File: src/sv/ndrm_pkg.sv
// Package for the descriptor ring manager: shared types, codes and constants.
// No dependencies; compiled first.
package ndrm_pkg;

   // Field widths of the channels
   localparam int OPCODE_W = 3;
   localparam int FLEN_W   = 14;
   localparam int LIMIT_W  = 16;
   localparam int STATUS_W = 17;
   localparam int CODE_W   = 3;
   localparam int SLOT_W   = 4;
   localparam int TXLEN_W  = 11;
   localparam int EVENT_W  = 4;
   localparam int CSR_IDX_W = 2;
   localparam int CSR_DATA_W = 17;

   // Length constants
   localparam logic [FLEN_W-1:0] FL_MAX    = 14'h3FFF;
   localparam logic [FLEN_W-1:0] FCS_BYTES = 14'd4;

   // Status word bit positions
   localparam int ST_TI_BIT  = 0;
   localparam int ST_TU_BIT  = 2;
   localparam int ST_RI_BIT  = 6;
   localparam int ST_RU_BIT  = 7;
   localparam int ST_AIS_BIT = 15;
   localparam int ST_NIS_BIT = 16;

   // Event register bit positions
   localparam int EV_TI = 0;
   localparam int EV_TU = 1;
   localparam int EV_RI = 2;
   localparam int EV_RU = 3;

   // Configuration register indexes
   localparam logic [CSR_IDX_W-1:0] CSR_IRQ_MASK  = 2'd0;
   localparam logic [CSR_IDX_W-1:0] CSR_RX_ENABLE = 2'd1;
   localparam logic [CSR_IDX_W-1:0] CSR_TX_ENABLE = 2'd2;

   // Request opcodes
   typedef enum logic [OPCODE_W-1:0] {
      OP_TX_SUBMIT     = 3'd0,
      OP_RX_TAKE       = 3'd1,
      OP_FRAME_ARRIVED = 3'd2,
      OP_FRAME_SENT    = 3'd3,
      OP_STATUS_READ   = 3'd4,
      OP_STATUS_CLEAR  = 3'd5,
      OP_SOFT_RESET    = 3'd6
   } op_type;

   // Result codes
   typedef enum logic [CODE_W-1:0] {
      RC_OK         = 3'd0,
      RC_EMPTY_BUSY = 3'd1,
      RC_TOO_LONG   = 3'd2,
      RC_BAD_LEN    = 3'd3,
      RC_DROPPED    = 3'd4
   } rc_type;

   // Decoded command passed from the front end to the back end
   typedef struct packed {
      op_type               op;
      logic                 too_long;
      logic [TXLEN_W-1:0]   tx_len;
      logic [FLEN_W-1:0]    fill_len;
      logic [LIMIT_W-1:0]   byte_limit;
      logic [EVENT_W-1:0]   clear_events;
   } cmd_type;

   // Back end sequencer states
   typedef enum logic {
      BK_IDLE,
      BK_EXEC
   } bk_state_type;

endpackage

File: src/sv/ndrm_if.sv
// Channel interfaces of the descriptor ring manager: request, response, CSR write.
// Depends on ndrm_pkg.
interface ndrm_req_if;
   logic                            valid;
   logic                            ready;
   logic [ndrm_pkg::OPCODE_W-1:0]   opcode;
   logic [ndrm_pkg::FLEN_W-1:0]     frame_length;
   logic [ndrm_pkg::LIMIT_W-1:0]    byte_limit;
   logic [ndrm_pkg::STATUS_W-1:0]   clear_bits;
   modport source (output valid, opcode, frame_length, byte_limit, clear_bits, input ready);
   modport sink   (input valid, opcode, frame_length, byte_limit, clear_bits, output ready);
endinterface

interface ndrm_rsp_if;
   logic                            valid;
   logic                            ready;
   logic [ndrm_pkg::CODE_W-1:0]     result_code;
   logic [ndrm_pkg::FLEN_W-1:0]     byte_count;
   logic [ndrm_pkg::SLOT_W-1:0]     slot_index;
   logic [ndrm_pkg::STATUS_W-1:0]   status_word;
   logic                            irq;
   modport source (output valid, result_code, byte_count, slot_index, status_word, irq,
                   input ready);
   modport sink   (input valid, result_code, byte_count, slot_index, status_word, irq,
                   output ready);
endinterface

interface ndrm_csr_if;
   logic                             valid;
   logic                             ready;
   logic [ndrm_pkg::CSR_IDX_W-1:0]   index;
   logic [ndrm_pkg::CSR_DATA_W-1:0]  data;
   modport source (output valid, index, data, input ready);
   modport sink   (input valid, index, data, output ready);
endinterface

File: src/sv/ndrm_front.sv
// Front end: accepts request beats, decodes the opcode and pre-checks lengths.
// Depends on ndrm_pkg and ndrm_if.
module ndrm_front #(
   parameter int TX_BUFFER_BYTES = 2048
) (
   ndrm_req_if.sink            req_bus,
   output logic                push_valid,
   input  logic                push_ready,
   output ndrm_pkg::cmd_type   push_cmd
);
   import ndrm_pkg::*;

   logic [FLEN_W:0] fill_sum;

   // Handshake passes straight to the queue
   assign push_valid    = req_bus.valid;
   assign req_bus.ready = push_ready;

   // Stored receive length: frame plus FCS, saturated
   assign fill_sum = {1'b0, req_bus.frame_length} + {1'b0, FCS_BYTES};

   // Decode: unused opcode acts as a status read
   always_comb begin
      case (req_bus.opcode)
         OP_TX_SUBMIT:     push_cmd.op = OP_TX_SUBMIT;
         OP_RX_TAKE:       push_cmd.op = OP_RX_TAKE;
         OP_FRAME_ARRIVED: push_cmd.op = OP_FRAME_ARRIVED;
         OP_FRAME_SENT:    push_cmd.op = OP_FRAME_SENT;
         OP_STATUS_CLEAR:  push_cmd.op = OP_STATUS_CLEAR;
         OP_SOFT_RESET:    push_cmd.op = OP_SOFT_RESET;
         default:          push_cmd.op = OP_STATUS_READ;
      endcase
      push_cmd.too_long = (req_bus.frame_length >= FLEN_W'(TX_BUFFER_BYTES));
      push_cmd.tx_len   = req_bus.frame_length[TXLEN_W-1:0];
      push_cmd.fill_len = fill_sum[FLEN_W] ? FL_MAX : fill_sum[FLEN_W-1:0];
      push_cmd.byte_limit = req_bus.byte_limit;
      push_cmd.clear_events[EV_TI] = req_bus.clear_bits[ST_TI_BIT];
      push_cmd.clear_events[EV_TU] = req_bus.clear_bits[ST_TU_BIT];
      push_cmd.clear_events[EV_RI] = req_bus.clear_bits[ST_RI_BIT];
      push_cmd.clear_events[EV_RU] = req_bus.clear_bits[ST_RU_BIT];
   end

endmodule

File: src/sv/ndrm_cmd_queue.sv
// Two-entry command queue between the front end and the back end.
// Depends on ndrm_pkg.
module ndrm_cmd_queue (
   input  logic                clock,
   input  logic                reset,
   input  logic                push_valid,
   output logic                push_ready,
   input  ndrm_pkg::cmd_type   push_cmd,
   output logic                pop_valid,
   input  logic                pop_ready,
   output ndrm_pkg::cmd_type   pop_cmd
);
   import ndrm_pkg::*;

   cmd_type    entry_ff [2];
   logic       wr_ptr_ff, wr_ptr_in;
   logic       rd_ptr_ff, rd_ptr_in;
   logic [1:0] count_ff, count_in;
   logic       do_push, do_pop;

   assign push_ready = (count_ff != 2'd2);
   assign pop_valid  = (count_ff != 2'd0);
   assign pop_cmd    = entry_ff[rd_ptr_ff];
   assign do_push    = push_valid && push_ready;
   assign do_pop     = pop_valid && pop_ready;

   // Pointer and fill count update
   always_comb begin
      wr_ptr_in = do_push ? ~wr_ptr_ff : wr_ptr_ff;
      rd_ptr_in = do_pop ? ~rd_ptr_ff : rd_ptr_ff;
      count_in  = count_ff;
      if (do_push && !do_pop) begin
         count_in = count_ff + 2'd1;
      end else if (do_pop && !do_push) begin
         count_in = count_ff - 2'd1;
      end
   end

   always_ff @(posedge clock) begin
      if (reset) begin
         wr_ptr_ff <= 1'b0;
         rd_ptr_ff <= 1'b0;
         count_ff  <= 2'd0;
      end else begin
         wr_ptr_ff <= wr_ptr_in;
         rd_ptr_ff <= rd_ptr_in;
         count_ff  <= count_in;
      end
   end

   // Payload storage, no reset
   always_ff @(posedge clock) begin
      if (do_push) begin
         entry_ff[wr_ptr_ff] <= push_cmd;
      end
   end

endmodule

File: src/sv/ndrm_back.sv
// Back end: ring ownership, length memories, pointers, status and CSRs.
// Executes one queued command at a time into a registered response.
// Depends on ndrm_pkg and ndrm_if.
module ndrm_back #(
   parameter int RX_DEPTH        = 16,
   parameter int TX_DEPTH        = 8,
   parameter int RX_BUFFER_BYTES = 2047
) (
   input  logic                clock,
   input  logic                reset,
   input  logic                pop_valid,
   output logic                pop_ready,
   input  ndrm_pkg::cmd_type   pop_cmd,
   ndrm_rsp_if.source          rsp_bus,
   ndrm_csr_if.sink            csr_bus
);
   import ndrm_pkg::*;

   localparam int RX_PW = (RX_DEPTH > 1) ? $clog2(RX_DEPTH) : 1;
   localparam int TX_PW = (TX_DEPTH > 1) ? $clog2(TX_DEPTH) : 1;
   localparam logic [FLEN_W-1:0] RX_LEN_MAX = FLEN_W'(RX_BUFFER_BYTES + 4);

   // Sequencer
   bk_state_type state_ff, state_in;
   cmd_type      cmd_ff;
   logic         commit;
   logic         out_free;

   // Ring state
   logic [RX_DEPTH-1:0] rx_own_ff, rx_own_in;
   logic [TX_DEPTH-1:0] tx_own_ff, tx_own_in;
   logic [RX_PW-1:0]    rx_fill_ff, rx_fill_in;
   logic [RX_PW-1:0]    rx_take_ff, rx_take_in;
   logic [TX_PW-1:0]    tx_sub_ff, tx_sub_in;
   logic [TX_PW-1:0]    tx_send_ff, tx_send_in;
   logic [EVENT_W-1:0]  events_ff, events_in;

   // Length memories and registered read data
   logic [FLEN_W-1:0]   rx_len_mem [RX_DEPTH];
   logic [TXLEN_W-1:0]  tx_len_mem [TX_DEPTH];
   logic [FLEN_W-1:0]   rx_rd_ff;
   logic [TXLEN_W-1:0]  tx_rd_ff;
   logic                rx_wr_en, tx_wr_en;

   // Configuration registers
   logic [STATUS_W-1:0] irq_mask_ff, irq_mask_in;
   logic                rx_enable_ff, rx_enable_in;
   logic                tx_enable_ff, tx_enable_in;

   // Response register
   logic                rsp_valid_ff;
   logic [CODE_W-1:0]   code_ff;
   logic [FLEN_W-1:0]   count_ff;
   logic [SLOT_W-1:0]   slot_ff;
   logic [STATUS_W-1:0] status_ff;
   logic                irq_ff;
   rc_type              code_in;
   logic [FLEN_W-1:0]   count_in;
   logic [SLOT_W-1:0]   slot_in;
   logic [STATUS_W-1:0] status_in;
   logic                irq_in;

   logic [FLEN_W-1:0]   rx_payload;
   logic [LIMIT_W-1:0]  rx_payload_wide;
   logic                nis, ais;

   assign out_free  = !rsp_valid_ff || rsp_bus.ready;
   assign commit    = (state_ff == BK_EXEC) && out_free;
   // CSR beat is held off in a commit cycle, which owns the CSR registers
   assign csr_bus.ready = !commit;

   assign rsp_bus.valid       = rsp_valid_ff;
   assign rsp_bus.result_code = code_ff;
   assign rsp_bus.byte_count  = count_ff;
   assign rsp_bus.slot_index  = slot_ff;
   assign rsp_bus.status_word = status_ff;
   assign rsp_bus.irq         = irq_ff;

   // Sequencer: fetch reads the memories, exec commits
   always_comb begin
      state_in  = state_ff;
      pop_ready = 1'b0;
      case (state_ff)
         BK_IDLE: begin
            pop_ready = 1'b1;
            if (pop_valid) begin
               state_in = BK_EXEC;
            end
         end
         BK_EXEC: begin
            if (out_free) begin
               state_in = BK_IDLE;
            end
         end
         default: state_in = BK_IDLE;
      endcase
   end

   always_ff @(posedge clock) begin
      if (reset) begin
         state_ff <= BK_IDLE;
      end else begin
         state_ff <= state_in;
      end
   end

   // Latch command and read ring lengths at the current pointers
   always_ff @(posedge clock) begin
      if (pop_valid && pop_ready) begin
         cmd_ff   <= pop_cmd;
         rx_rd_ff <= rx_len_mem[rx_take_ff];
         tx_rd_ff <= tx_len_mem[tx_send_ff];
      end
   end

   // Memory writes at commit
   always_ff @(posedge clock) begin
      if (rx_wr_en) begin
         rx_len_mem[rx_fill_ff] <= cmd_ff.fill_len;
      end
      if (tx_wr_en) begin
         tx_len_mem[tx_sub_ff] <= cmd_ff.tx_len;
      end
   end

   // Receive take byte count: length less FCS, capped by the caller limit
   assign rx_payload      = rx_rd_ff - FCS_BYTES;
   assign rx_payload_wide = LIMIT_W'(rx_payload);

   // Command execution
   always_comb begin
      rx_own_in    = rx_own_ff;
      tx_own_in    = tx_own_ff;
      rx_fill_in   = rx_fill_ff;
      rx_take_in   = rx_take_ff;
      tx_sub_in    = tx_sub_ff;
      tx_send_in   = tx_send_ff;
      events_in    = events_ff;
      irq_mask_in  = irq_mask_ff;
      rx_enable_in = rx_enable_ff;
      tx_enable_in = tx_enable_ff;
      rx_wr_en     = 1'b0;
      tx_wr_en     = 1'b0;
      code_in      = RC_OK;
      count_in     = '0;
      slot_in      = '0;

      case (cmd_ff.op)
         OP_TX_SUBMIT: begin
            slot_in = SLOT_W'(tx_sub_ff);
            if (cmd_ff.too_long) begin
               code_in = RC_TOO_LONG;
            end else if (tx_own_ff[tx_sub_ff]) begin
               code_in = RC_EMPTY_BUSY;
            end else begin
               tx_wr_en = commit;
               tx_own_in[tx_sub_ff] = 1'b1;
               tx_sub_in = (tx_sub_ff == TX_PW'(TX_DEPTH - 1)) ? '0
                                                                : tx_sub_ff + TX_PW'(1);
            end
         end
         OP_RX_TAKE: begin
            slot_in = SLOT_W'(rx_take_ff);
            if (rx_own_ff[rx_take_ff]) begin
               code_in = RC_EMPTY_BUSY;
            end else begin
               if (rx_rd_ff < FCS_BYTES || rx_rd_ff > RX_LEN_MAX) begin
                  code_in = RC_BAD_LEN;
               end else if (cmd_ff.byte_limit < rx_payload_wide) begin
                  count_in = cmd_ff.byte_limit[FLEN_W-1:0];
               end else begin
                  count_in = rx_payload;
               end
               rx_own_in[rx_take_ff] = 1'b1;
               rx_take_in = (rx_take_ff == RX_PW'(RX_DEPTH - 1)) ? '0
                                                                 : rx_take_ff + RX_PW'(1);
            end
         end
         OP_FRAME_ARRIVED: begin
            slot_in = SLOT_W'(rx_fill_ff);
            if (!rx_enable_ff) begin
               code_in = RC_DROPPED;
            end else if (!rx_own_ff[rx_fill_ff]) begin
               events_in[EV_RU] = 1'b1;
               code_in = RC_DROPPED;
            end else begin
               rx_wr_en = commit;
               rx_own_in[rx_fill_ff] = 1'b0;
               rx_fill_in = (rx_fill_ff == RX_PW'(RX_DEPTH - 1)) ? '0
                                                                 : rx_fill_ff + RX_PW'(1);
               events_in[EV_RI] = 1'b1;
            end
         end
         OP_FRAME_SENT: begin
            slot_in = SLOT_W'(tx_send_ff);
            if (!tx_enable_ff) begin
               code_in = RC_DROPPED;
            end else if (!tx_own_ff[tx_send_ff]) begin
               events_in[EV_TU] = 1'b1;
               code_in = RC_DROPPED;
            end else begin
               count_in = FLEN_W'(tx_rd_ff);
               tx_own_in[tx_send_ff] = 1'b0;
               tx_send_in = (tx_send_ff == TX_PW'(TX_DEPTH - 1)) ? '0
                                                                 : tx_send_ff + TX_PW'(1);
               events_in[EV_TI] = 1'b1;
            end
         end
         OP_STATUS_CLEAR: begin
            events_in = events_ff & ~cmd_ff.clear_events;
         end
         OP_SOFT_RESET: begin
            rx_own_in    = '1;
            tx_own_in    = '0;
            rx_fill_in   = '0;
            rx_take_in   = '0;
            tx_sub_in    = '0;
            tx_send_in   = '0;
            events_in    = '0;
            irq_mask_in  = '0;
            rx_enable_in = 1'b0;
            tx_enable_in = 1'b0;
         end
         default: begin
         end
      endcase

      // Status word and interrupt after the operation
      status_in = '0;
      status_in[ST_TI_BIT] = events_in[EV_TI];
      status_in[ST_TU_BIT] = events_in[EV_TU];
      status_in[ST_RI_BIT] = events_in[EV_RI];
      status_in[ST_RU_BIT] = events_in[EV_RU];
      nis = (events_in[EV_TI] && irq_mask_in[ST_TI_BIT])
         || (events_in[EV_TU] && irq_mask_in[ST_TU_BIT])
         || (events_in[EV_RI] && irq_mask_in[ST_RI_BIT]);
      ais = events_in[EV_RU] && irq_mask_in[ST_RU_BIT];
      status_in[ST_NIS_BIT] = nis;
      status_in[ST_AIS_BIT] = ais;
      irq_in = (nis && irq_mask_in[ST_NIS_BIT]) || (ais && irq_mask_in[ST_AIS_BIT]);
   end

   // Ring state, events and CSRs
   always_ff @(posedge clock) begin
      if (reset) begin
         rx_own_ff    <= '1;
         tx_own_ff    <= '0;
         rx_fill_ff   <= '0;
         rx_take_ff   <= '0;
         tx_sub_ff    <= '0;
         tx_send_ff   <= '0;
         events_ff    <= '0;
         irq_mask_ff  <= '0;
         rx_enable_ff <= 1'b0;
         tx_enable_ff <= 1'b0;
      end else if (commit) begin
         rx_own_ff    <= rx_own_in;
         tx_own_ff    <= tx_own_in;
         rx_fill_ff   <= rx_fill_in;
         rx_take_ff   <= rx_take_in;
         tx_sub_ff    <= tx_sub_in;
         tx_send_ff   <= tx_send_in;
         events_ff    <= events_in;
         irq_mask_ff  <= irq_mask_in;
         rx_enable_ff <= rx_enable_in;
         tx_enable_ff <= tx_enable_in;
      end else if (csr_bus.valid) begin
         case (csr_bus.index)
            CSR_IRQ_MASK:  irq_mask_ff  <= csr_bus.data[STATUS_W-1:0];
            CSR_RX_ENABLE: rx_enable_ff <= csr_bus.data[0];
            CSR_TX_ENABLE: tx_enable_ff <= csr_bus.data[0];
            default: begin
            end
         endcase
      end
   end

   // Response register
   always_ff @(posedge clock) begin
      if (reset) begin
         rsp_valid_ff <= 1'b0;
      end else if (commit) begin
         rsp_valid_ff <= 1'b1;
      end else if (rsp_bus.ready) begin
         rsp_valid_ff <= 1'b0;
      end
   end

   always_ff @(posedge clock) begin
      if (commit) begin
         code_ff   <= code_in;
         count_ff  <= count_in;
         slot_ff   <= slot_in;
         status_ff <= status_in;
         irq_ff    <= irq_in;
      end
   end

endmodule

File: src/sv/nic_descriptor_ring_manager.sv
// Descriptor ring manager for a network controller: receive and transmit
// ownership rings, interrupt status and mask.
// Channels: req_bus carries one operation per beat (tx submit, rx take,
// frame arrived, frame sent, status read, status clear, soft reset);
// rsp_bus returns exactly one result beat per request, in order; csr_bus
// writes irq_mask (index 0), rx_enable (1) and tx_enable (2). The user is to make
// CSR writes only while no request is outstanding; the block does not enforce
// this. csr_bus is ready except in a cycle where the back end commits a command.
// Each accepted request beat passes the queue write, the length-memory read and
// the execute step into the response register before its result beat is shown.
// The back end takes no new request until the current one has executed, since
// the ring length memories are read into a register before each execute step.
// When rsp_bus stalls the result is held, the two-entry queue fills and
// req_bus.ready drops.
// Reset (synchronous): receive entries owned by the chip, transmit entries
// owned by the host, pointers, events and CSRs cleared; length memories are
// not cleared since they are only read after being written. The soft reset
// operation does the same.
// Depends on ndrm_pkg, ndrm_if, ndrm_front, ndrm_cmd_queue, ndrm_back.
module nic_descriptor_ring_manager #(
   parameter int RX_DEPTH        = 16,
   parameter int TX_DEPTH        = 8,
   parameter int RX_BUFFER_BYTES = 2047,
   parameter int TX_BUFFER_BYTES = 2048
) (
   input  logic        clock,
   input  logic        reset,
   ndrm_req_if.sink    req_bus,
   ndrm_rsp_if.source  rsp_bus,
   ndrm_csr_if.sink    csr_bus
);
   import ndrm_pkg::*;

   logic    push_valid, push_ready;
   cmd_type push_cmd;
   logic    pop_valid, pop_ready;
   cmd_type pop_cmd;

   // Decode
   ndrm_front #(
      .TX_BUFFER_BYTES (TX_BUFFER_BYTES)
   ) u_front (
      .req_bus    (req_bus),
      .push_valid (push_valid),
      .push_ready (push_ready),
      .push_cmd   (push_cmd)
   );

   // Decoupling queue
   ndrm_cmd_queue u_queue (
      .clock      (clock),
      .reset      (reset),
      .push_valid (push_valid),
      .push_ready (push_ready),
      .push_cmd   (push_cmd),
      .pop_valid  (pop_valid),
      .pop_ready  (pop_ready),
      .pop_cmd    (pop_cmd)
   );

   // Execute
   ndrm_back #(
      .RX_DEPTH        (RX_DEPTH),
      .TX_DEPTH        (TX_DEPTH),
      .RX_BUFFER_BYTES (RX_BUFFER_BYTES)
   ) u_back (
      .clock     (clock),
      .reset     (reset),
      .pop_valid (pop_valid),
      .pop_ready (pop_ready),
      .pop_cmd   (pop_cmd),
      .rsp_bus   (rsp_bus),
      .csr_bus   (csr_bus)
   );

endmodule

File: src/flat_wrapper.sv
// flat-port wrapper written by rule: the top's interface ports become plain ports
module nic_descriptor_ring_manager_flat import ndrm_pkg::*;
#(
   parameter int RX_DEPTH        = 16,
   parameter int TX_DEPTH        = 8,
   parameter int RX_BUFFER_BYTES = 2047,
   parameter int TX_BUFFER_BYTES = 2048
)
  (clock, reset, req_bus_valid, req_bus_opcode, req_bus_frame_length, req_bus_byte_limit, req_bus_clear_bits, req_bus_ready, rsp_bus_valid, rsp_bus_result_code, rsp_bus_byte_count, rsp_bus_slot_index, rsp_bus_status_word, rsp_bus_irq, rsp_bus_ready, csr_bus_valid, csr_bus_index, csr_bus_data, csr_bus_ready);
  ndrm_req_if req_bus_i ();
  ndrm_rsp_if rsp_bus_i ();
  ndrm_csr_if csr_bus_i ();
  input  logic clock;
  input  logic reset;
  input wire logic [$bits(req_bus_i.valid)-1:0] req_bus_valid;
  input wire logic [$bits(req_bus_i.opcode)-1:0] req_bus_opcode;
  input wire logic [$bits(req_bus_i.frame_length)-1:0] req_bus_frame_length;
  input wire logic [$bits(req_bus_i.byte_limit)-1:0] req_bus_byte_limit;
  input wire logic [$bits(req_bus_i.clear_bits)-1:0] req_bus_clear_bits;
  output wire logic [$bits(req_bus_i.ready)-1:0] req_bus_ready;
  output wire logic [$bits(rsp_bus_i.valid)-1:0] rsp_bus_valid;
  output wire logic [$bits(rsp_bus_i.result_code)-1:0] rsp_bus_result_code;
  output wire logic [$bits(rsp_bus_i.byte_count)-1:0] rsp_bus_byte_count;
  output wire logic [$bits(rsp_bus_i.slot_index)-1:0] rsp_bus_slot_index;
  output wire logic [$bits(rsp_bus_i.status_word)-1:0] rsp_bus_status_word;
  output wire logic [$bits(rsp_bus_i.irq)-1:0] rsp_bus_irq;
  input wire logic [$bits(rsp_bus_i.ready)-1:0] rsp_bus_ready;
  input wire logic [$bits(csr_bus_i.valid)-1:0] csr_bus_valid;
  input wire logic [$bits(csr_bus_i.index)-1:0] csr_bus_index;
  input wire logic [$bits(csr_bus_i.data)-1:0] csr_bus_data;
  output wire logic [$bits(csr_bus_i.ready)-1:0] csr_bus_ready;
  assign req_bus_i.valid = req_bus_valid;
  assign req_bus_i.opcode = req_bus_opcode;
  assign req_bus_i.frame_length = req_bus_frame_length;
  assign req_bus_i.byte_limit = req_bus_byte_limit;
  assign req_bus_i.clear_bits = req_bus_clear_bits;
  assign req_bus_ready = req_bus_i.ready;
  assign rsp_bus_valid = rsp_bus_i.valid;
  assign rsp_bus_result_code = rsp_bus_i.result_code;
  assign rsp_bus_byte_count = rsp_bus_i.byte_count;
  assign rsp_bus_slot_index = rsp_bus_i.slot_index;
  assign rsp_bus_status_word = rsp_bus_i.status_word;
  assign rsp_bus_irq = rsp_bus_i.irq;
  assign rsp_bus_i.ready = rsp_bus_ready;
  assign csr_bus_i.valid = csr_bus_valid;
  assign csr_bus_i.index = csr_bus_index;
  assign csr_bus_i.data = csr_bus_data;
  assign csr_bus_ready = csr_bus_i.ready;
  nic_descriptor_ring_manager #(.RX_DEPTH(RX_DEPTH), .TX_DEPTH(TX_DEPTH), .RX_BUFFER_BYTES(RX_BUFFER_BYTES), .TX_BUFFER_BYTES(TX_BUFFER_BYTES)) u_core (.clock(clock), .reset(reset), .req_bus(req_bus_i), .rsp_bus(rsp_bus_i), .csr_bus(csr_bus_i));
endmodule
File: config.mk
export PLATFORM = sky130hd
export DESIGN_NAME = nic_descriptor_ring_manager_flat
export DESIGN_NICKNAME = d
export VERILOG_FILES = /design/src/sv/ndrm_pkg.sv /design/src/sv/ndrm_if.sv /design/src/sv/ndrm_front.sv /design/src/sv/ndrm_cmd_queue.sv /design/src/sv/ndrm_back.sv /design/src/sv/nic_descriptor_ring_manager.sv /design/src/flat_wrapper.sv
export SDC_FILE = /design/constraint.sdc
export NUM_CORES = 1
export LEC_CHECK = 0
export BUFFER_PORTS_ARGS = -buffer_cell sky130_fd_sc_hd__buf_2
export CAP_MARGIN = 15
export CORE_MARGIN = 2
export CORE_UTILIZATION = 40
export CTS_BUF_LIST = sky130_fd_sc_hd__clkbuf_16
export DETAILED_ROUTE_END_ITERATION = 8
export SYNTH_ARGS = -nofsm -noshare
export SYNTH_HDL_FRONTEND = slang
export SYNTH_SLANG_ARGS = --single-unit
File: constraint.sdc
create_clock -name clock -period 2.95 [get_ports clock]
set_input_delay 0.1475 -clock clock [delete_from_list [all_inputs] [get_ports clock]]
set_output_delay 0.1475 -clock clock [all_outputs]
set_load 0.02 [all_outputs]
# [Yosys cells after proc, flatten, opt, wreduce, memory -nomap -nowiden]
# Memory sizes are Yosys's and may differ from the RTL's. A register that Yosys moved wholly into a read port is not among the register bits.
# Cells that the tools add are included.
[word_totals] regBits=84 latchBits=0 ram_bits=410 romBits=0 input_bits=74 out_inout_bits=42 word_cells=225 n_memories=3
[memory_table] memory="u_core.u_back.rx_len_mem" depth=16 width=14 read_ports=1 rd_clocked_by_memory_dff=1 wr=1 line_no="ndrm_back.sv:39" text="logic [FLEN_W-1:0] rx_len_mem [RX_DEPTH];"
[memory_table] memory="u_core.u_queue.entry_ff" depth=2 width=49 read_ports=1 rd_clocked_by_memory_dff=1 wr=1 line_no="ndrm_cmd_queue.sv:15" text="cmd_type entry_ff [2];"
[memory_table] memory="u_core.u_back.tx_len_mem" depth=8 width=11 read_ports=1 rd_clocked_by_memory_dff=1 wr=1 line_no="ndrm_back.sv:40" text="logic [TXLEN_W-1:0] tx_len_mem [TX_DEPTH];"
[classes] add_sub_neg=8 n_mul=0 div_mod_pow=0 order_cmp=12 eq_ne=25 shifts=0 n_mux=97 n_bitwise=11 n_reduce_logical=49
[ops] cell="two-way mux 17 bit" n=4
[ops] cell="two-way mux 14 bit" n=4
[ops] cell="two-way mux 16 bit" n=3
[ops] cell="case mux 16 bit (3 select lines)" n=1
[ops] cell="two-way mux 1 bit" n=37
[ops] cell="two-way mux 8 bit" n=4
[ops] cell="two-way mux 3 bit" n=10
[ops] cell="case mux 14 bit (2 select lines)" n=1
[ops] cell="case mux 8 bit (3 select lines)" n=1
[ops] cell="two-way mux 11 bit" n=2
[ops] cell="nonzero test 2 bit" n=11
[ops] cell="two-way mux 4 bit" n=5
[ops] cell="equality test 3 bit, second input constant" n=6
[ops] cell="case mux 3 bit (6 select lines)" n=1
[ops] cell="bitwise AND 16 bit" n=1
[ops] cell="less-than comparator 16 x 14 -> 1 bit" n=1
[ops] cell="inequality test 2 bit, second input constant" n=8
[ops] cell="inverter 16 bit" n=1
[ops] cell="OR 16 bit" n=1
[ops] cell="case mux 4 bit (2 select lines)" n=2
[ops] cell="case mux 4 bit (4 select lines)" n=1
[ops] cell="adder 14 x 3 -> 15 bit, second input constant" n=1
[ops] cell="logical AND 1 bit" n=15
[ops] cell="greater-or-equal comparator 14 x 12 -> 1 bit, second input constant" n=1
[ops] cell="other kinds (42)" n=80

# [Logic depth before layout (Yosys ltp)]
# Gate-level depths: netlist of run 1.
[logic_depth] ltp_word=10 ltp_mapped=13 depth_no_buf=12

# [Modules after synthesis]
# A second synthesis of run 1 with hierarchy kept.
[unflattened] hier_cells=1447 area_unflattened_um2=23690.2
[modules_own_cells] module="ndrm_back" instances=1 cells_each=1184 area_each_um2=19326.0 seq_area_each_um2=13472.9
[modules_own_cells] module="ndrm_cmd_queue" instances=1 cells_each=176 area_each_um2=3751.1 seq_area_each_um2=3042.9
[modules_own_cells] module="ndrm_front" instances=1 cells_each=87 area_each_um2=613.1 seq_area_each_um2=0.0

# [Least setup slack after synthesis of run 1]
# OpenSTA, ideal clock, no wires.
[synth_path] path_kind="register to register" start="reg u_core.u_queue.count_ff[0]" end="mem u_core.u_queue.entry_ff[0][0] (netlist name), enable pin" setup_ns=0.456 arrival_ns=2.859 t_required_ns=2.494 path_slack_ns=-0.365 path_stages_with_launch=4 n_path_buf=0 period_less_slack_ns=3.315 path_cell_list="dfxtp_1 nand2b_1 nand2_1 nor2_1"
[synth_via] elab_chain_len=4
[synth_rtl] element="from (decl)" line_no="ndrm_cmd_queue.sv:18" text="logic [1:0] count_ff, count_in;"
[synth_rtl] element="from (signal assigned)" line_no="ndrm_cmd_queue.sv:47" text="count_ff <= count_in;"
[synth_rtl] element="inequality test 2 bit" line_no="ndrm_cmd_queue.sv:21" text="assign push_ready = (count_ff != 2'd2);"
[synth_rtl] element="named net req_bus_ready" line_no="flat_wrapper.sv:20" text="output wire logic [$bits(req_bus_i.ready)-1:0] req_bus_ready;"
[synth_rtl] element="logical AND 1 bit" line_no="ndrm_cmd_queue.sv:24" text="assign do_push = push_valid && push_ready;"
[synth_rtl] element="two-way mux 1 bit" line_no="ndrm_cmd_queue.sv:53" text="if (do_push) begin"
[synth_rtl] element="two-way mux 1 bit (implied by the code)" line_no="ndrm_cmd_queue.sv:54" text="entry_ff[wr_ptr_ff] <= push_cmd;"
[synth_rtl] element="to (decl)" line_no="ndrm_cmd_queue.sv:15"
# The timed path passes the listed nets, and every way through them passes these cells.

# [Worst setup path after layout of run 1]
[layout_path] start="reg u_core.u_back.rx_rd_ff[4], read port of u_core.u_back.rx_len_mem" end="reg u_core.u_back.count_ff[12], in the netlist u_core.u_back.rsp_bus.byte_count[12], data pin"
[layout_via] elab_chain_len=6 elab_cells_between_ends=9 cone_classes="add/sub: 1; order compare: 3; mux: 4; reduce/logical: 1"
[layout_rtl] element="from (decl)" line_no="ndrm_back.sv:41" text="logic [FLEN_W-1:0] rx_rd_ff;"
[layout_rtl] element="subtractor 14 x 3 -> 14 bit" line_no="ndrm_back.sv:127" text="assign rx_payload = rx_rd_ff - FCS_BYTES;"
[layout_rtl] element="less-than comparator 16 x 14 -> 1 bit" line_no="ndrm_back.sv:169" text="end else if (cmd_ff.byte_limit < rx_payload_wide) begin"
[layout_rtl] element="two-way mux 14 bit" line_no="ndrm_back.sv:169"
[layout_rtl] element="two-way mux 14 bit *" line_no="ndrm_back.sv:167" text="if (rx_rd_ff < FCS_BYTES || rx_rd_ff > RX_LEN_MAX) begin"
[layout_rtl] element="two-way mux 14 bit *" line_no="ndrm_back.sv:164" text="if (rx_own_ff[rx_take_ff]) begin"
[layout_rtl] element="case mux 14 bit (2 select lines) *" line_no="ndrm_back.sv:148" text="case (cmd_ff.op)"
[layout_rtl] element="named net u_core.u_back.count_in[12]" line_no="ndrm_back.sv:58" text="logic [FLEN_W-1:0] count_in;"
[layout_rtl] element="to (signal assigned)" line_no="ndrm_back.sv:292" text="count_ff <= count_in;"
[layout_rtl] element="to (decl)" line_no="ndrm_back.sv:53" text="logic [FLEN_W-1:0] count_ff;"
# The timed path passes the listed nets; every way through them passes the cells marked *.
# A chain may end at the register's enable or synchronous reset.

==> results of run 1 <==
[sequential cells by signal (all words and copies together), names as in the netlist, 6 cells and up]
signal                             cells
u_core.u_back.tx_own_ff                8
u_core.u_back.rsp_bus.byte_count      14
u_core.u_back.rsp_bus.status_word      6
u_core.u_back.rx_rd_ff                14
u_core.u_back.cmd_ff                  49
u_core.u_back.tx_len_mem              88
u_core.u_back.rx_own_ff               16
u_core.u_back.tx_rd_ff                11
u_core.u_queue.entry_ff               98
u_core.u_back.irq_mask_ff              6
u_core.u_back.rx_len_mem             224
[cells by family after synthesis]
kind of cell | after synthesis | share of synthesized area, %
other | 1 | 0.0161
flip-flops | 568 | 70.9
adder cells (fa/ha/maj) | 29 | 1.56
AND/OR/NAND/NOR | 276 | 5.87
buffers and inverters | 108 | 1.98
XOR/XNOR | 22 | 0.828
AO/OA/AOI/OAI | 207 | 5.77
multiplexers | 179 | 13.1
[worst min path at each step]
stage / endpoint / from / slack [ns] / cells past startpoint
floorplan: u_core.u_queue.entry_ff[0][0] / req_bus_clear_bits[0] / 0.25 / 0
global placement: u_core.u_queue.entry_ff[0][19] / req_bus_byte_limit[15] / 0.33 / 1
detailed placement: u_core.u_queue.entry_ff[1][19] / req_bus_byte_limit[15] / 0.34 / 1
CTS: u_core.u_back.tx_enable_ff / csr_bus_index[0] / 0.02 / 4
global route: u_core.u_back.irq_mask_ff[16] / csr_bus_index[0] / 0.10 / 5
finish: u_core.u_back.tx_enable_ff / csr_bus_index[0] / 0.07 / 4
[per-stage QoR]
stage / instances / hold WS (ns) / power, mW
2_1_floorplan: 1400 / 0.246 / 13.2
3_3_place_gp: 2238 / 0.335 / 14.7
3_5_place_dp: 2238 / 0.340 / 14.8
4_1_cts: 2402 / 0.0218 / 22.4
5_1_grt: 2405 / 0.104 / 23.3
6_report: 2405 / 0.0690 / 22.4
[where the power goes]
part           leakage [nW]  total, mW  switching (mW)  internal, mW
Sequential             5.14       11.5           0.975          10.5
Clock                 0.997       7.35            3.08          4.27
Combinational          3.12       3.53            2.15          1.38
Total                  9.25       22.4            6.21          16.2
[layout by cell type, fill, tap and decap left out, drive strengths merged, types with 12 or more instances in the layout]
master / netlist / routed
and3: 22 / 22
clkbuf: 36 / 59
dlygate4sd3: 0 / 50
ha: 29 / 29
o21ai: 52 / 53
dfxtp: 56 / 56
clkinv: 0 / 27
nor3: 15 / 15
nor2b: 14 / 14
a21o: 12 / 12
a22oi: 16 / 16
and2: 16 / 16
inv: 28 / 41
a21oi: 51 / 51
mux4: 92 / 92
nor2: 73 / 73
nand2b: 12 / 12
mux2: 66 / 66
mux2i: 21 / 21
xor2: 12 / 12
nand3: 15 / 15
edfxtp: 512 / 512
buf: 44 / 162
nand2: 70 / 70
[area by class of cell]
type | count | area, µm² | share of cell area [%]
Inverter | 28 | 106 | 0.381
Clock buffer | 59 | 1480 | 5.29
Clock inverter | 48 | 458 | 1.64
Multi-Input combinational cell | 725 | 6540 | 23.4
Timing Repair Buffer | 212 | 1850 | 6.64
Tap cell | 765 | 957 | 3.43
Sequential cell | 568 | 16500 | 59.2
[critical path, stage by stage, from the launching register on]
cell       delay [ns]
edfxtp_1         0.44
nor3_4           0.25
nand3b_1         0.17
or3_4            0.40
xor2_1           0.17
ha_1             0.23
a2111oi_4        0.34
buf_4            0.18
o21ai_4          0.10
buf_6            0.17
nor2_1           0.13
a211oi_2         0.07
[metal layers]
layer / vias to the layer above / routed length [µm] / GRT usage [%]
li1: 5859 / - / -
met1: 6645 / 24400 / 25.6
met2: 390 / 25600 / 29.0
met3: 70 / 2820 / 2.44
met4: 0 / 1030 / 5.04
met5: - / 0 / 0
[repair_timing]
item,4_1_cts,5_1_grt
setup endpoints to repair,14,14
buffers inserted,6,3
hold buffers,50,0
hold endpoints to repair,112,0
pin swaps,4,8
cloned,1,0
resized for setup,19,16
==> out/summary.txt, run 1 <==
Register area share after synthesis -> 70.9%
Fraction of layout cells with a size suffix above 1 -> 27.6%
Final GP Congestion -> 0.865
Hold Path Class -> input pin to flop
TritonRoute pass-1 iters -> 5
CP Max Fanout -> 8
Synth area leader -> edfxtp_1
Synth top area cells -> edfxtp_1, mux4_2, dfxtp_1
Final setup vio count -> 1
Routed Antenna Nets -> 0
RR Endpoint -> u_core.u_back.rsp_bus.byte_count[12]
Yosys top cell area share -> 66.1%
Pwr Density -> 802 nW/µm²
Synthesis warning total -> 0
Synthesized instance count -> 1390
Outcome -> finished, violations left
Largest net degree at the start of global routing -> 59
DR vias -> 13.0k
Slew margin rel. -> 52.9%
Final Hold Viols -> 0
Die W -> 245 µm
Critical Path RT -> 3.28 ns
Instance area at placement -> 25200 µm²
Post-place setup slack -> -0.268 ns
1st-iter DRT viols -> 1208
CTS tree -> built
Slew Viols, Final -> 0
Clk slew on worst S/H paths -> 0.06 ns
Failing checks -> negative setup slack
Setup TNS -> -0.0166 ns
R2R Setup Slk -> -0.02 ns
Area growth, synth to finish -> 19.9%
Core Area -> 57600 µm²
Fmax -> 337 MHz
Synth unique cells -> 63
Syn_area_per_cell -> 16.7 µm²
# diodes -> 0
Yosys reg bits -> 568
Top FF cell, synth -> edfxtp_1
Final WS setup -> -0.0166 ns
Post-synth top cells -> edfxtp_1, mux4_2, nor2_1
Post-synth ARST share -> 0%
Most common cell in the netlist -> edfxtp_1
Clock Latency Late Sink -> 0.64 ns
Tmin final -> 2.97 ns
Post-route DRC -> 0
R2r startpoint -> u_core.u_back.rx_rd_ff[4]
Via density per instance -> 5.39
Ports -> 116
RSZ-0062 raised after global routing -> yes
Dpl hpwl -> 33.6 mm
Reg2reg path depth -> 11
Die height -> 245 µm
Final cycle utilization of the critical path -> 101%
Post-synth EDFFs -> 512
GR Overflow Total -> 0
Critical path capture point type -> flop
CP arrival -> 3.29 ns
Vias in the first global route -> 12.9k
Fin util -> 48.4%
Initial antenna violation count -> 0
Total GRT Usage -> 18.0%
Number of core rows -> 88
# H-tree levels -> 2
Setup crit end -> u_core.u_back.rsp_bus.byte_count[12]
Sink Count -> 568
Routed wire length -> 53.9 mm
MaxCap Viol Count -> 0
# port buffers -> 80
Worst setup path startpoint -> u_core.u_back.rx_rd_ff[4]
Setup Crit Path Kind -> flop to flop
Final Net Count -> 1697
Clock buffer count from CTS -> 59
Clk_skew -> 0.0586 ns
First-pass GRT wire length -> 80.8 mm
Startpoint types -> flop
Die area -> 60100 µm²
Least-Margin Pin Slew -> 0.706 ns
Fin area -> 27900 µm²
Starting density of the core -> 40.4%
CTS root buf -> clkbuf_16
WL per Instance -> 22.4 µm
Peak VDD IR -> 0.000542 V
Leakage Power -> 9.25 nW
Layout filler cell count -> 4751
Cell Area, Synth -> 23300 µm²
Worst-case clock buffer depth -> 3
(Power assumes the default switching activity.)
==> run 2: changes to the inputs <==
--- a/config.mk
+++ b/config.mk
@@ -11,6 +11,7 @@
 export CORE_UTILIZATION = 40
 export CTS_BUF_LIST = sky130_fd_sc_hd__clkbuf_16
 export DETAILED_ROUTE_END_ITERATION = 8
+export SETUP_SLACK_MARGIN = 0.02
 export SYNTH_ARGS = -nofsm -noshare
 export SYNTH_HDL_FRONTEND = slang
 export SYNTH_SLANG_ARGS = --single-unit
==> run 2 against run 1 <==
Cell count stayed put; sequential cell count unchanged; maximum frequency increased by 0.26%; critical endpoint unchanged; clock skew decreased by 0.0012 ns; first-iteration DRC count rose by 7.5%; the flow still finishes with violations (negative setup slack); clock power barely moved; design area barely moved; global-route usage is essentially flat; highest routed layer unchanged; setup slack better by 0.0078 ns; combinational power is essentially flat.
==> out/summary.txt, run 2 (synthesis results as in run 1) <==
Die area -> 60100 µm²
CP arrival -> 3.29 ns
WL per Instance -> 22.4 µm
Core Area -> 57600 µm²
Fraction of layout cells with a size suffix above 1 -> 27.6%
Final GP Congestion -> 0.865
Tmin final -> 2.96 ns
Number of flip-flops in the largest register -> 224
Largest net degree at the start of global routing -> 59
Number of core rows -> 88
Failing checks -> negative setup slack
Pwr Density -> 803 nW/µm²
Least-Margin Pin Slew -> 0.702 ns
Critical path capture point type -> flop
CP Max Fanout -> 8
Starting density of the core -> 40.4%
Slew Viols, Final -> 0
Peak VDD IR -> 0.000543 V
RSZ-0062 raised after global routing -> yes
CTS tree -> built
Via density per instance -> 5.42
Final cycle utilization of the critical path -> 100%
Final Net Count -> 1697
Fin area -> 27900 µm²
GR Overflow Total -> 0
CTS root buf -> clkbuf_16
Clk slew on worst S/H paths -> 0.06 ns
Vias in the first global route -> 12.9k
# diodes -> 0
Routed wire length -> 54.0 mm
Final Hold Viols -> 0
Post-route DRC -> 0
Worst setup path startpoint -> u_core.u_back.rx_rd_ff[4]
Dpl hpwl -> 33.6 mm
Initial antenna violation count -> 0
Outcome -> finished, violations left
DR vias -> 13.0k
Sink Count -> 568
Final WS setup -> -0.00876 ns
Leakage Power -> 9.26 nW
Total GRT Usage -> 18.0%
1st-iter DRT viols -> 1299
Commonest non-fill, non-tap cell in the layout -> edfxtp_1
Hold Path Class -> input pin to flop
Worst-case clock buffer depth -> 3
# port buffers -> 80
Clock buffer count from CTS -> 59
Instance area at placement -> 25200 µm²
Area growth, synth to finish -> 19.9%
Die height -> 245 µm
Min-delay src -> csr_bus_index[0]
Routed Antenna Nets -> 0
Clk_skew -> 0.0574 ns
Die W -> 245 µm
Startpoint types -> flop
Fin util -> 48.4%
R2r startpoint -> u_core.u_back.rx_rd_ff[4]
Fmax -> 338 MHz
Ports -> 116
Slew margin rel. -> 53.1%
First-pass GRT wire length -> 80.8 mm
Commonest cells after routing, fill and taps aside -> edfxtp_1, mux4_2, buf_2, nand2_1, nor2_1
# H-tree levels -> 2
Setup Crit Path Kind -> flop to flop
Largest regs -> u_core.u_back.rx_len_mem (224), u_core.u_queue.entry_ff (98), u_core.u_back.tx_len_mem (88)
Reg with most FFs -> u_core.u_back.rx_len_mem
Critical Path RT -> 3.28 ns
TritonRoute pass-1 iters -> 5
Clock Latency Late Sink -> 0.64 ns
Post-place setup slack -> -0.268 ns
MaxCap Viol Count -> 0
Final setup vio count -> 1
[run 2: cell counts in the layout (fill, tap and decap cells not counted)]
No cell type changed its count.
[run 2: path summary, 6_finish.rpt]
path | slack (ns) | depth (start not counted) | end
max reg2reg | -0.009 | 11 | u_core.u_back.rsp_bus.byte_count[12]
min reg2reg | 0.49 | 2 | u_core.u_back.events_ff[0]
max | -0.009 | 11 | u_core.u_back.rsp_bus.byte_count[12]
min | 0.07 | 4 | u_core.u_back.tx_enable_ff
[run 2: worst max-delay path: stages, from the launching register on]
cell	delay [ns]
edfxtp_1	0.44
nor3_4	0.25
nand3b_1	0.15
or4_4	0.47
xor2_4	0.18
ha_4	0.23
a2111oi_4	0.27
buf_4	0.18
o21ai_4	0.09
buf_6	0.17
nor2_1	0.13
a211oi_2	0.07
[run 2: power by group]
group          internal [mW]  leakage (nW)  switching [mW]  total, mW
Sequential              10.5          5.14           0.977       11.5
Clock                   4.27         0.997            3.09       7.36
Combinational           1.38          3.12            2.16       3.53
Total                   16.2          9.26            6.22       22.4
[run 2: cell type report]
| cell class | instances | area, µm² |
|---|---|---|
| Fill cell | 4757 | 29700 |
| Clock buffer | 59 | 1480 |
| Multi-Input combinational cell | 725 | 6540 |
| Tap cell | 765 | 957 |
| Timing Repair Buffer | 212 | 1850 |
| Inverter | 28 | 106 |
| Clock inverter | 48 | 458 |
| Sequential cell | 568 | 16500 |
[run 2: timing repair]
action                                  CTS  global route
pin swaps                                 4             7
hold buffers                             50             0
buffers inserted                          6             3
endpoints found under the hold margin   112             0
endpoints found under the setup margin   14            14
gates resized for setup                  19            15
gates cloned                              1             0
[run 2: metal layers]
layer	routed length [µm]	track usage, %	vias to the layer above	share of wire (%)
li1	-	-	5851	-
met1	24600	25.6	6701	46
met2	25700	29.0	405	48
met3	2670	2.44	76	4.9
met4	1090	5.04	0	2.0
met5	0	0	-	0
[run 2: metrics by stage]
stage          TNS (ns)  instances  hold slack [ns]  total power, mW
3_3_place_gp      -1.83       2238            0.335             14.7
6_report       -0.00876       2405           0.0712             22.4
2_1_floorplan         0       1400            0.246             13.2
4_1_cts          -0.363       2402           0.0218             22.4
3_5_place_dp      -2.80       2238            0.340             14.8
5_1_grt           -1.76       2405            0.104             23.3
